<file path="config.mk">
export PLATFORM = sky130hd
export DESIGN_NAME = bcs_front
export DESIGN_NICKNAME = d
export VERILOG_FILES = /design/src/hdl/bcs_pkg.sv /design/src/hdl/bcs_front.sv
export SDC_FILE = /design/constraint.sdc
export NUM_CORES = 1
export LEC_CHECK = 0
export ABC_AREA = 1
export BUFFER_PORTS_ARGS = -buffer_cell sky130_fd_sc_hd__buf_2
export CORE_ASPECT_RATIO = 1.25
export CORE_MARGIN = 3
export CORE_UTILIZATION = 59
export DETAILED_ROUTE_END_ITERATION = 16
export GPL_ROUTABILITY_DRIVEN = 0
export HOLD_SLACK_MARGIN = 0.06
export PLACE_DENSITY = 0.85
export SLEW_MARGIN = 15
export SYNTH_ARGS = -nofsm -noshare
export SYNTH_HDL_FRONTEND = slang
export SYNTH_SLANG_ARGS = --single-unit
</file>
<file path="constraint.sdc">
create_clock -name clk_i -period 8.9 [get_ports clk_i]
set_clock_uncertainty 0.2 [all_clocks]
set_input_delay 0.445 -clock clk_i [delete_from_list [all_inputs] [get_ports clk_i]]
set_output_delay 0.445 -clock clk_i [all_outputs]
set_load 0.1 [all_outputs]
</file>
<file path="src/hdl/bcs_pkg.sv">
// bcs_pkg: shared types, constants and the basis table for the b-spline sampler
// no dependencies
package bcs_pkg;

  localparam int unsigned Segments = 20;
  localparam int unsigned JW = 5;      // holds 0..Segments
  localparam int unsigned CW = 24;     // coordinate width
  localparam int unsigned BW = 17;     // Q1.16 basis width
  localparam int unsigned SW = 23;     // spacing width
  localparam int unsigned TblW = 4 * (Segments + 1) * BW;
  localparam logic [SW-1:0] MinSpacingRst = 23'd12800;
  localparam logic CmdPoint = 1'b0;
  localparam logic CmdClear = 1'b1;

  // one queued job: a single segment, a window preload, or a clear
  typedef struct packed {
    logic          clr;
    logic          first;   // sample from j = 0
    logic          last;    // last segment of the item
    logic          shift;   // move the point into the window afterwards
    logic [CW-1:0] px;
    logic [CW-1:0] py;
  } job_t;

  // restoring division, only evaluated on constants while building the table
  function automatic longint unsigned udiv(input longint unsigned n, input longint unsigned d);
    longint unsigned q, r;
    q = '0;
    r = '0;
    for (int b = 63; b >= 0; b--) begin
      r = {r[62:0], n[b]};
      if (r >= d) begin
        r = r - d;
        q[b] = 1'b1;
      end
    end
    return q;
  endfunction

  // basis values for every k and j, Q1.16 rounded half up
  function automatic logic [TblW-1:0] basis_table();
    longint s, jj, num, den;
    logic [TblW-1:0] t;
    t = '0;
    s = Segments;
    den = 6 * s * s * s;
    for (int k = 0; k < 4; k++) begin
      for (int j = 0; j <= int'(Segments); j++) begin
        jj = j;
        unique case (k)
          0: num = (s - jj) * (s - jj) * (s - jj);
          1: num = 3 * jj * jj * jj - 6 * jj * jj * s + 4 * s * s * s;
          2: num = -3 * jj * jj * jj + 3 * jj * jj * s + 3 * jj * s * s + s * s * s;
          default: num = jj * jj * jj;
        endcase
        t[(k * (Segments + 1) + j) * BW +: BW] =
          BW'(udiv(longint'(num * 65536 + (den >>> 1)), longint'(den)));
      end
    end
    return t;
  endfunction

  localparam logic [TblW-1:0] BasisTbl = basis_table();

  // basis value k at step j, looked up in the constant table
  function automatic logic [BW-1:0] basis(input logic [1:0] k, input logic [JW-1:0] j);
    logic [6:0] idx;
    idx = 7'(k) * 7'(Segments + 1) + 7'(j);
    basis = BasisTbl[idx * BW +: BW];
  endfunction

endpackage

</file>
<file path="src/hdl/bcs_front.sv">
// bcs_front: accepts items, tracks curve progress and queues segment jobs
// depends on bcs_pkg
module bcs_front (
  input  logic                   clk_i,
  input  logic                   rst_ni,
  input  logic                   in_valid_i,
  output logic                   in_ready_o,
  input  logic                   cmd_i,
  input  logic [bcs_pkg::CW-1:0] in_x_i,
  input  logic [bcs_pkg::CW-1:0] in_y_i,
  input  logic                   is_final_i,
  output logic                   job_valid_o,
  input  logic                   job_ready_i,
  output bcs_pkg::job_t          job_o
);

  // two-entry queue of jobs
  bcs_pkg::job_t q_mem_q [2];
  logic          wr_q, rd_q;
  logic [1:0]    cnt_q;
  // segments still to issue for the held item
  logic [1:0]    segs_q;
  bcs_pkg::job_t pend_q;
  logic [1:0]    seen_q;   // 0 idle, 1 first segment next, 2 later

  logic push, pop;
  bcs_pkg::job_t push_job;

  assign in_ready_o  = (segs_q == 2'd0);
  assign job_valid_o = (cnt_q != 2'd0);
  assign job_o       = q_mem_q[rd_q];
  assign pop         = job_valid_o && job_ready_i;
  assign push        = (segs_q != 2'd0) && (cnt_q != 2'd2 || pop);

  always_comb begin
    push_job      = pend_q;
    push_job.last = (segs_q == 2'd1);
  end

  always_ff @(posedge clk_i or negedge rst_ni) begin
    if (!rst_ni) begin
      wr_q   <= 1'b0;
      rd_q   <= 1'b0;
      cnt_q  <= 2'd0;
      segs_q <= 2'd0;
      seen_q <= 2'd0;
    end else begin
      if (push) begin
        q_mem_q[wr_q] <= push_job;
        wr_q <= ~wr_q;
        segs_q <= segs_q - 2'd1;
        // after the window preload the next segment is still the first one
        if (pend_q.shift) pend_q.first <= 1'b0;
        pend_q.shift <= 1'b1;
      end
      if (pop) rd_q <= ~rd_q;
      cnt_q <= cnt_q + {1'b0, push} - {1'b0, pop};
      if (in_valid_i && in_ready_o) begin
        pend_q.px    <= in_x_i;
        pend_q.py    <= in_y_i;
        pend_q.clr   <= (cmd_i == bcs_pkg::CmdClear);
        pend_q.last  <= 1'b0;
        pend_q.shift <= 1'b1;
        pend_q.first <= (seen_q != 2'd2);
        if (cmd_i == bcs_pkg::CmdClear) begin
          segs_q <= 2'd1;
        end else if (seen_q == 2'd0) begin
          // first point loads the window via a zero-sample preload job
          segs_q <= is_final_i ? 2'd3 : 2'd1;
          pend_q.shift <= 1'b0;
          seen_q <= is_final_i ? 2'd0 : 2'd1;
        end else begin
          segs_q <= is_final_i ? 2'd3 : 2'd1;
          seen_q <= is_final_i ? 2'd0 : 2'd2;
        end
      end
    end
  end

endmodule

</file>
* After elaboration in Yosys (flattened, before gate mapping)
Memories as Yosys holds them, arrays and structs flattened.
Cells that the tools add are included.
** Storage, ports and cells
- Register bits :: 59
- Bits in writable memories :: 104
- Bits of input ports :: 54
- Output and inout port bits :: 54
- Word-level logic and storage cells :: 50
- Memories :: 1
** Operators by class
- Add/subtract/negate cells :: 3
- Equality and inequality tests :: 3
- Multiplexer cells :: 15
- Bitwise logic cells :: 3
- Reductions and logical operators :: 15
** Memories
- q_mem_q :: depth 2, width 52, read ports 1, clocked after memory_dff 0, wr ports 1, RTL line bcs_front.sv:18 : bcs_pkg::job_t q_mem_q [2];
** Operator list (number)
- 51-bit two-way mux :: 1
- 2-bit two-way mux :: 6
- 1-bit two-way mux :: 8
- 2-bit nonzero test :: 4
- 2-bit AND reduction :: 3
- 1-bit logical AND :: 4
- 2-bit logical NOT :: 2
- 2-bit inequality test (second input constant) :: 2
- 1-bit inverter :: 3
- 3-bit AND reduction :: 1
- 2-bit by 1-bit adder with 2-bit output :: 1
- 2-bit by 1-bit equality test with 1-bit output (second input constant) :: 1
- 2-bit by 1-bit subtractor with 2-bit output :: 1
- 2-bit by 1-bit subtractor with 2-bit output (second input constant) :: 1
- 1-bit logical OR :: 1

* Logic depth before layout (Yosys ltp)
Gate-level depths: netlist of run 1.
- Depth in word-level cells :: 7
- Mapped depth :: 8
- Depth with buffers taken out :: 8

* Worst setup path before layout of run 1
No wires, ideal clock.
- Path kind :: reg2reg
- Start :: register segs_q[0]
- End :: register pend_q[48] (netlist name) (enable)
- Setup time :: 301 ps
- Data arrival time :: 4002 ps
- Required time :: 8399 ps
- Slack :: 4397 ps
- Cell stages (with the launch flop) :: 7
- Path buffers :: 0
- Clock period less this slack :: 4503 ps
- Cell sequence :: dfrtp_1 > inv_1 > ha_1 > nand2_2 > nor2_1 > inv_1 > nand2_1
** On the way
- Word-level cells in the longest chain between the ends :: 4
- Elaborated cells between the ends (all ways) :: 6
- Those cells by class :: reduce/logical: 6
** RTL lines
- from (decl) :: RTL line bcs_front.sv:22 : logic [1:0] segs_q;
- from (signal assigned) :: RTL line bcs_front.sv:51 : segs_q <= segs_q - 2'd1;
- from (signal assigned) :: RTL line bcs_front.sv:69 : segs_q <= is_final_i ? 2'd3 : 2'd1;
- from (signal assigned) :: RTL line bcs_front.sv:73 : segs_q <= is_final_i ? 2'd3 : 2'd1;
- 2-bit logical NOT :: RTL line bcs_front.sv:29 : assign in_ready_o = (segs_q == 2'd0);
- net in_ready_o :: RTL line bcs_front.sv:7 : output logic in_ready_o,
- 1-bit logical AND :: RTL line bcs_front.sv:58 : if (in_valid_i && in_ready_o) begin
- 2-bit nonzero test (no source line)
- 2-bit AND reduction (no source line)
- to (decl) :: RTL line bcs_front.sv:23 : bcs_pkg::job_t pend_q;
The timed path passes the listed nets, and every way through them passes these cells.
A chain may end at the register's enable or synchronous reset.

==> run metrics, run 1 <==
Hold Path Stages 3; worst slew pin tran about 1.0 ns; core area about 9700 um^2; DR WL/cell 16.3 um; endpoints failing setup 0; area of the mapped netlist between 5000 and 6000 um^2; Crit path top cell by count nand2_1; synth unique cells 25; WL met2 approximately 6200 um; Hold Path Sink rd_q; Chip Width around 95 um; critical path type reg -> out; synth warn 0; clk slew on worst S/H paths around 0.06 ns; Row Count 40; Syn Nets between 400 and 500; sequential area share after synthesis 0.829; Resized cells post-CTS 0; DP HPWL 6140 um; initial antenna violation count 0; CP max stage delay around 1.1 ns; met3 WL between 500 and 600 um; ANT cells 0; Max-Cap Viols 0; DR pass1 iterations 5; GRT Util Overall 0.218; Max Transition Viols Final 0; wire length on met1 slightly above 4000 um; average size of a mapped cell roughly 15 um^2; layout cells sized above 1 0.268; leading cell type in the layout, fill and taps excluded nand2_1; Nets roughly 610; first-pass GRT wire length 17,700 um; fillers 498; Final min period between 3 and 4 ns; die area roughly 11,000 um^2; CP Data Required Time a little over 8 ns; Slowest-stage cell, CP dfrtp_2; Sink Count approximately 160; RSZ-0062 raised after global routing no; Hold WC Path Type in -> reg; clk root buf clkbuf_16; status finished, final reports clean; vias in the first global route 3,729; CTS tree done; flop and latch count out of synthesis 163; Setup TNS 0 ns; Register Area between 4000 and 5000 um^2; highest routed layer met4; final period utilization 0.345; hold slack 0.128 ns; DR vias/cell approximately 5.1; Skew-Pair Late Insertion Delay 0.41 ns; Hold Vio Cnt, Final 0; CP endpoint kind primary output; # IOs about 110; grt ovf 0; max_slew headroom 0.307; CTS Buf Count 17; worst reg2reg startpoint segs_q[0]; Clock H-tree levels 4; R2R setup slack 6.30 ns; area grow syn2layout 29.9%; Detailed Route WL between 10,000 and 15,000 um; multi-input logic area between 800 and 900 um^2; CP Data Arrival Time around 2.4 ns; crit path cell chain inv_6 > nand2_1 > nand2_1 > buf_2; Post-Syn Instances roughly 380; most frequent cells in the layout nand2_1 (171), edfxtp_1 (155), buf_2 (107); RR Endpoint q_mem_q[1][36]; Iter 0 DRT Violations approximately 260; drt drc 0; pin count of the biggest net entering global routing 54; total number of vias ~3,500; die height roughly 120 um; Max FO, Critical Path 53; I/O Buffers 107; Max clock buf depth 2; R2R depth 8; crit start category flop; antenna-violating nets left 0; worst hold start job_ready_i; Initial Util 0.606; fmax approximately 0.33 GHz
==> metrics by stage <==
stage / instance area, um^2 / setup WS, ns / instances / utilization
after detailed placement: 6500 / 6.31 / 609 / 0.673
after global routing: 7600 / 5.66 / 689 / 0.787
after floorplan: 5850 / 4.40 / 384 / -
final: 7600 / 5.83 / 689 / 0.787
after CTS: 7600 / 5.81 / 689 / 0.787
after global placement: 6500 / 6.36 / 609 / 0.673
==> per-layer routing <==
metal	vias to the layer above	global-route usage
met4	0	0.130
met5	-	0
met1	1669	0.245
met2	140	0.369
li1	1648	-
met3	39	0.0500
==> cells in the mapped netlist, drive strengths merged <==
cell | n | area (um^2)
nor2 | 7 | 38.8
xor2 | 1 | 16.3
o22ai | 1 | 6.26
a21oi | 1 | 5.00
nand4 | 1 | 6.26
or2 | 1 | 8.76
dfrtp | 8 | 200
nand2 | 175 | 682
inv | 14 | 60.1
edfxtp | 155 | 4650
xnor2 | 2 | 17.5
buf | 11 | 88.8
ha | 4 | 50.1
nand3 | 2 | 15.0
o21ai | 1 | 5.00
==> timing repair <==
action	CTS	global route
buffers inserted	0	0
endpoints found under the hold margin	58	0
hold buffers	51	0
==> final cells by class <==
| class | count | area share |
|---|---|---|
| Sequential cell | 163 | 0.639 |
| Multi-Input combinational cell | 196 | 0.114 |
| Tap cell | 126 | 0.0207 |
| Timing Repair Buffer | 161 | 0.141 |
| Clock inverter | 12 | 0.0219 |
| Clock buffer | 17 | 0.0560 |
| Inverter | 14 | 0.00790 |
==> worst max-delay path: cells and delay by family, from the launching register on <==
family | cells | cell delay [ns]
simple gates | 2 | 0.28
flops | 1 | 1.05
buf+inv | 2 | 0.67
==> registers in the layout, indices dropped and copies added, names as in the netlist <==
signal and cells:
segs_q 2, wr_q 1, cnt_q 2, seen_q 2
rd_q 1, pend_q 51, q_mem_q 104
==> worst max-delay path by stage <==
stage	slack, ns	start	end	cells after the start
after global routing	5.66	rd_q	job_o[0]	4
after global placement	6.36	rd_q	job_o[50]	4
after CTS	5.81	rd_q	job_o[0]	4
final	5.83	rd_q	job_o[0]	4
after floorplan	4.40	segs_q[0]	pend_q[48]	6
after detailed placement	6.31	rd_q	job_o[50]	4
==> kinds of logic (layout without fill, tap and decap cells) <==
logic type | after synthesis | in the layout | synth area share
fa+ha+maj | 4 | 4 | 0.00855
xor+xnor | 3 | 3 | 0.00577
flops | 163 | 163 | 0.829
compound gates | 3 | 3 | 0.00278
simple gates | 186 | 186 | 0.128
buf+inv | 25 | 204 | 0.0254
Power of run 1 is left out: the tool's default activity adds up to more than one toggle a clock period on the data nets, which glitch-free logic cannot reach.
==> run 2, diff against run 1 <==
--- a/config.mk
+++ b/config.mk
@@ -9,11 +9,11 @@
 export BUFFER_PORTS_ARGS = -buffer_cell sky130_fd_sc_hd__buf_2
 export CORE_ASPECT_RATIO = 1.25
 export CORE_MARGIN = 3
-export CORE_UTILIZATION = 59
+export CORE_UTILIZATION = 55
 export DETAILED_ROUTE_END_ITERATION = 16
 export GPL_ROUTABILITY_DRIVEN = 0
 export HOLD_SLACK_MARGIN = 0.06
-export PLACE_DENSITY = 0.85
+export PLACE_DENSITY = 0.8
 export SLEW_MARGIN = 15
 export SYNTH_ARGS = -nofsm -noshare
 export SYNTH_HDL_FRONTEND = slang
==> constraint.sdc (replaced) <==
create_clock -name clk_i -period 3.2 [get_ports clk_i]
set_clock_uncertainty 0.2 [all_clocks]
set_input_delay 0.16 -clock clk_i [delete_from_list [all_inputs] [get_ports clk_i]]
set_output_delay 0.16 -clock clk_i [all_outputs]
set_load 0.1 [all_outputs]
==> run metrics, run 2 (synthesis results as in run 1) <==
fillers between 500 and 600; worst slew pin tran between 0.6 and 0.7 ns; die area roughly 12,000 um^2; final period utilization 0.772; DR WL/cell 16.0 um; max_slew headroom 0.593; clk slew on worst S/H paths ~0.060 ns; antenna-violating nets left 0; CTS tree done; status finished, final reports clean; Hold WC Path Type reg -> reg; DR vias/cell 4.95; critical path type reg -> out; Max FO, Critical Path 35; final core utilization 0.746; total number of vias about 3,500; drt drc 0; CP Data Required Time 2.84 ns; grt ovf 0; Initial Util 0.571; die height around 120 um; pin count of the biggest net entering global routing between 50 and 60; ANT cells 0; Final min period between 2 and 2.5 ns; core area slightly above 10,000 um^2; endpoints failing setup 0; DP HPWL around 6700 um; Row Count between 40 and 50; hold slack between 0.2 and 0.25 ns; clk root buf clkbuf_16; area post-placement between 6000 and 7000 um^2; Max Transition Viols Final 0; Skew-Pair Late Insertion Delay a little over 0.4 ns; Hold Vio Cnt, Final 0; number of setup buffers added after CTS 0; Max clock buf depth 2; most frequent cells in the layout nand2_1 (171), edfxtp_1 (155), buf_2 (107); initial antenna violation count 0; R2R depth 8; Detailed Route WL about 11,000 um; vias in the first global route around 3,600; Most flops, register q_mem_q; Sink Count ~160; CTS Buf Count 17; Nets just over 600; Max-Cap Viols 0; crit start category flop; I/O Buffers approximately 110; Top Registers q_mem_q: 104 flops, pend_q: 51 flops; GRT Util Overall 0.196; Hold Path Stages 0; leading cell type in the layout, fill and taps excluded nand2_1; Largest register FFs ~100; layout cells sized above 1 0.269; DR pass1 iterations 5; area grow syn2layout 30.7%; Clock H-tree levels 4; first-pass GRT wire length 17,400 um; Resized cells post-CTS 0; Finished Cell Area around 7700 um^2; Iter 0 DRT Violations between 200 and 250; Layout Cells excl Fill roughly 700; fmax between 0.4 and 0.5 GHz; RSZ-0062 raised after global routing no; CP endpoint kind primary output; Cells after DPL between 600 and 700; CP Data Arrival Time about 2.1 ns; Chip Width slightly below 100 um; # IOs 108
run 2: cell types whose count changed in the layout (fill, tap and decap cells not counted), sizes merged:
cell	delta
buf	+3
clkbuf	+3
clkinv	+4
bufinv	-2
clkinvlp	-2
dlygate4sd3	+4
run 2: worst max-delay path, cell delays in order, from the launching register on:
cell     delay [ns]
dfrtp_2        0.61
buf_4          0.43
nand2_1        0.11
nand2_1        0.11
buf_2          0.43
run 2: layout make-up:
type                       count  area (um^2)  share of cell area
timing repair buffer         168         1160               0.151
clock inverter                12          115              0.0150
inverter                      14         60.1             0.00785
sequential                   163         4860               0.634
clock buffer                  20          437              0.0571
tap                          129          161              0.0211
multi-input combinational    196          868               0.113
run 2: stage by stage:
step	worst slack (ns)	TNS, ns
CTS	0.741	0
global route	0.631	0
finish	0.731	0
global placement	0.962	0
detailed placement	0.871	0
floorplan	-0.191	-19.83
run 2: worst paths after layout:
kind / slack [ns] / end / start
max: 0.73 / job_o[8] / rd_q
min: 0.24 / q_mem_q[0][20] / pend_q[20]
max reg2reg: 0.84 / q_mem_q[0][31] / segs_q[0]
min reg2reg: 0.24 / q_mem_q[0][20] / pend_q[20]
max in group asynchronous: 1.86 / rd_q / rst_ni
min in group asynchronous: 0.63 / seen_q[0] / rst_ni
run 2: repair_timing:
action,4_1_cts,5_1_grt
endpoints found under the setup margin,0,0
hold buffers,55,0
endpoints found under the hold margin,65,0
run 2: routing by layer:
metal / vias to the layer above / track usage / share of wire
met5: - / 0 / 0
met4: 0 / 0.101 / 0.031
met3: 26 / 0.0477 / 0.055
met2: 127 / 0.342 / 0.54
met1: 1654 / 0.223 / 0.37
li1: 1665 / - / -
Power of run 2 is left out for the same reason.
==> run 3, diff against run 2 <==
--- a/config.mk
+++ b/config.mk
@@ -9,11 +9,11 @@
 export BUFFER_PORTS_ARGS = -buffer_cell sky130_fd_sc_hd__buf_2
 export CORE_ASPECT_RATIO = 1.25
 export CORE_MARGIN = 3
-export CORE_UTILIZATION = 55
+export CORE_UTILIZATION = 49
 export DETAILED_ROUTE_END_ITERATION = 16
 export GPL_ROUTABILITY_DRIVEN = 0
 export HOLD_SLACK_MARGIN = 0.06
-export PLACE_DENSITY = 0.8
+export PLACE_DENSITY = 0.75
 export SLEW_MARGIN = 15
 export SYNTH_ARGS = -nofsm -noshare
 export SYNTH_HDL_FRONTEND = slang
==> constraint.sdc (replaced) <==
create_clock -name clk_i -period 2.25 [get_ports clk_i]
set_clock_uncertainty 0.2 [all_clocks]
set_input_delay 0.1125 -clock clk_i [delete_from_list [all_inputs] [get_ports clk_i]]
set_output_delay 0.1125 -clock clk_i [all_outputs]
set_load 0.1 [all_outputs]
==> run metrics, run 3 (synthesis results as in run 1) <==
Slowest-stage cell, CP dfrtp_4; CP endpoint kind primary output; first-pass GRT wire length 17,400 um; WP buf/inv 2; Hold WC Path Type in -> reg; core area 11,700 um^2; I/O Buffers 107; Clock H-tree levels 4; R2R depth 7; max_slew headroom 0.680; Place WS about 0.34 ns; die area between 10,000 and 15,000 um^2; endpoints failing setup 0; pin count of the biggest net entering global routing 54; status finished, final reports clean; Largest register FFs roughly 100; Max FO, Critical Path 53; Skew-Pair Late Insertion Delay roughly 0.41 ns; grt ovf 0; clk root buf clkbuf_16; Critical Path End job_o[5]; busiest grt layer met2; Hold Vio Cnt, Final 0; CP Data Required Time 1.94 ns; DR WL/cell between 15 and 20 um; crit start category flop; RR Endpoint seen_q[0]; area grow syn2layout 36.7%; Worst path top cell family by delay flip-flops; layout cells sized above 1 0.280; CP max stage delay 0.59 ns; critical path type reg -> out; GR Util met1 0.188; DR pass1 iterations 4; total number of vias 3,410; Nets between 600 and 700; Setup TNS 0 ns; RSZ-0062 raised after global routing no; die height 128 um; Sink Count ~160; Critical Path Start rd_q; Initial Util 0.502; final period utilization 0.948; GRT Util Overall 0.175; grt met2 use 0.315; Top Registers q_mem_q: 104 flops, pend_q: 51 flops; CP Data Arrival Time about 1.8 ns; Final min period 2.13 ns; clk slew on worst S/H paths about 0.06 ns; drt drc 0; Row Count between 40 and 50; vias in the first global route around 3,600; fmax around 0.47 GHz; Most flops, register q_mem_q; most frequent cells in the layout nand2_1 (171), edfxtp_1 (155), dlygate4sd3_1 (55), buf_2 (55), buf_4 (36); area post-placement roughly 6800 um^2; DR vias/cell 4.63; Stages on worst setup path 4; routing usage on met3 0.0458; crit path cell chain inv_8 > nand2_1 > nand2_1 > buf_4; worst slew pin tran between 0.4 and 0.5 ns; worst reg2reg startpoint segs_q[0]; Iter 0 DRT Violations 128; DP HPWL between 6000 and 7000 um; CTS Buf Count 17; setup ws final about 0.12 ns; Max clock buf depth 2; Crit path top cell by count nand2_1; leading cell type in the layout, fill and taps excluded nand2_1; CTS tree done; antenna-violating nets left 0; Detailed Route WL between 10,000 and 15,000 um; ANT cells 0; number of setup buffers added after CTS 0; Chip Width 104 um; R2R setup slack ~0.35 ns; initial antenna violation count 0; # IOs between 100 and 150; Finished Cell Area 8000 um^2; Max Transition Viols Final 0; Max-Cap Viols 0
[run 3: worst register-to-register path, delay by kind of cell (launching register included)]
kind | cells | cell delay, ns
adder cells (fa/ha/maj) | 1 | 0.17
AND/OR/NAND/NOR | 3 | 0.30
buffers and inverters | 2 | 0.66
AO/OA/AOI/OAI | 1 | 0.12
flip-flops | 1 | 0.41
[run 3: cell type report]
| type | count | area, um^2 |
|---|---|---|
| clock inverter | 11 | 113 |
| fill | 823 | 3670 |
| multi-input combinational | 196 | 886 |
| sequential | 163 | 4860 |
| timing repair buffer | 170 | 1440 |
| tap | 161 | 201 |
| inverter | 14 | 65.1 |
| clock buffer | 21 | 440 |
[run 3: how the worst min path moves through the flow]
stage	slack, ns	startpoint	depth (start not counted)	to
2_1_floorplan	-0.38	rst_ni	0	cnt_q[0]
3_3_place_gp	-0.19	rst_ni	1	cnt_q[0]
3_5_place_dp	-0.19	rst_ni	1	cnt_q[1]
4_1_cts	0.18	in_x_i[23]	2	pend_q[47]
5_1_grt	0.20	in_y_i[14]	2	pend_q[14]
6_report	0.20	in_y_i[4]	2	pend_q[4]
[run 3: metal layers]
metal	up-vias	wire, um
met5	-	0
met4	0	348
met3	25	432
met2	102	6130
met1	1617	4230
li1	1666	-
[run 3: per-stage QoR]
step | hold slack [ns] | util | instances
floorplan | -0.383 | - | 384
global placement | -0.195 | 0.581 | 649
detailed placement | -0.192 | 0.581 | 649
CTS | 0.182 | 0.683 | 736
global route | 0.199 | 0.686 | 736
finish | 0.201 | 0.686 | 736
[run 3: timing repair]
| action | 4_1_cts | 5_1_grt |
|---|---|---|
| resized for setup | 33 | 12 |
| endpoints found under the hold margin | 73 | 0 |
| hold buffers | 55 | 0 |
| setup endpoints to repair | 43 | 19 |
Power of run 3 is left out for the same reason.
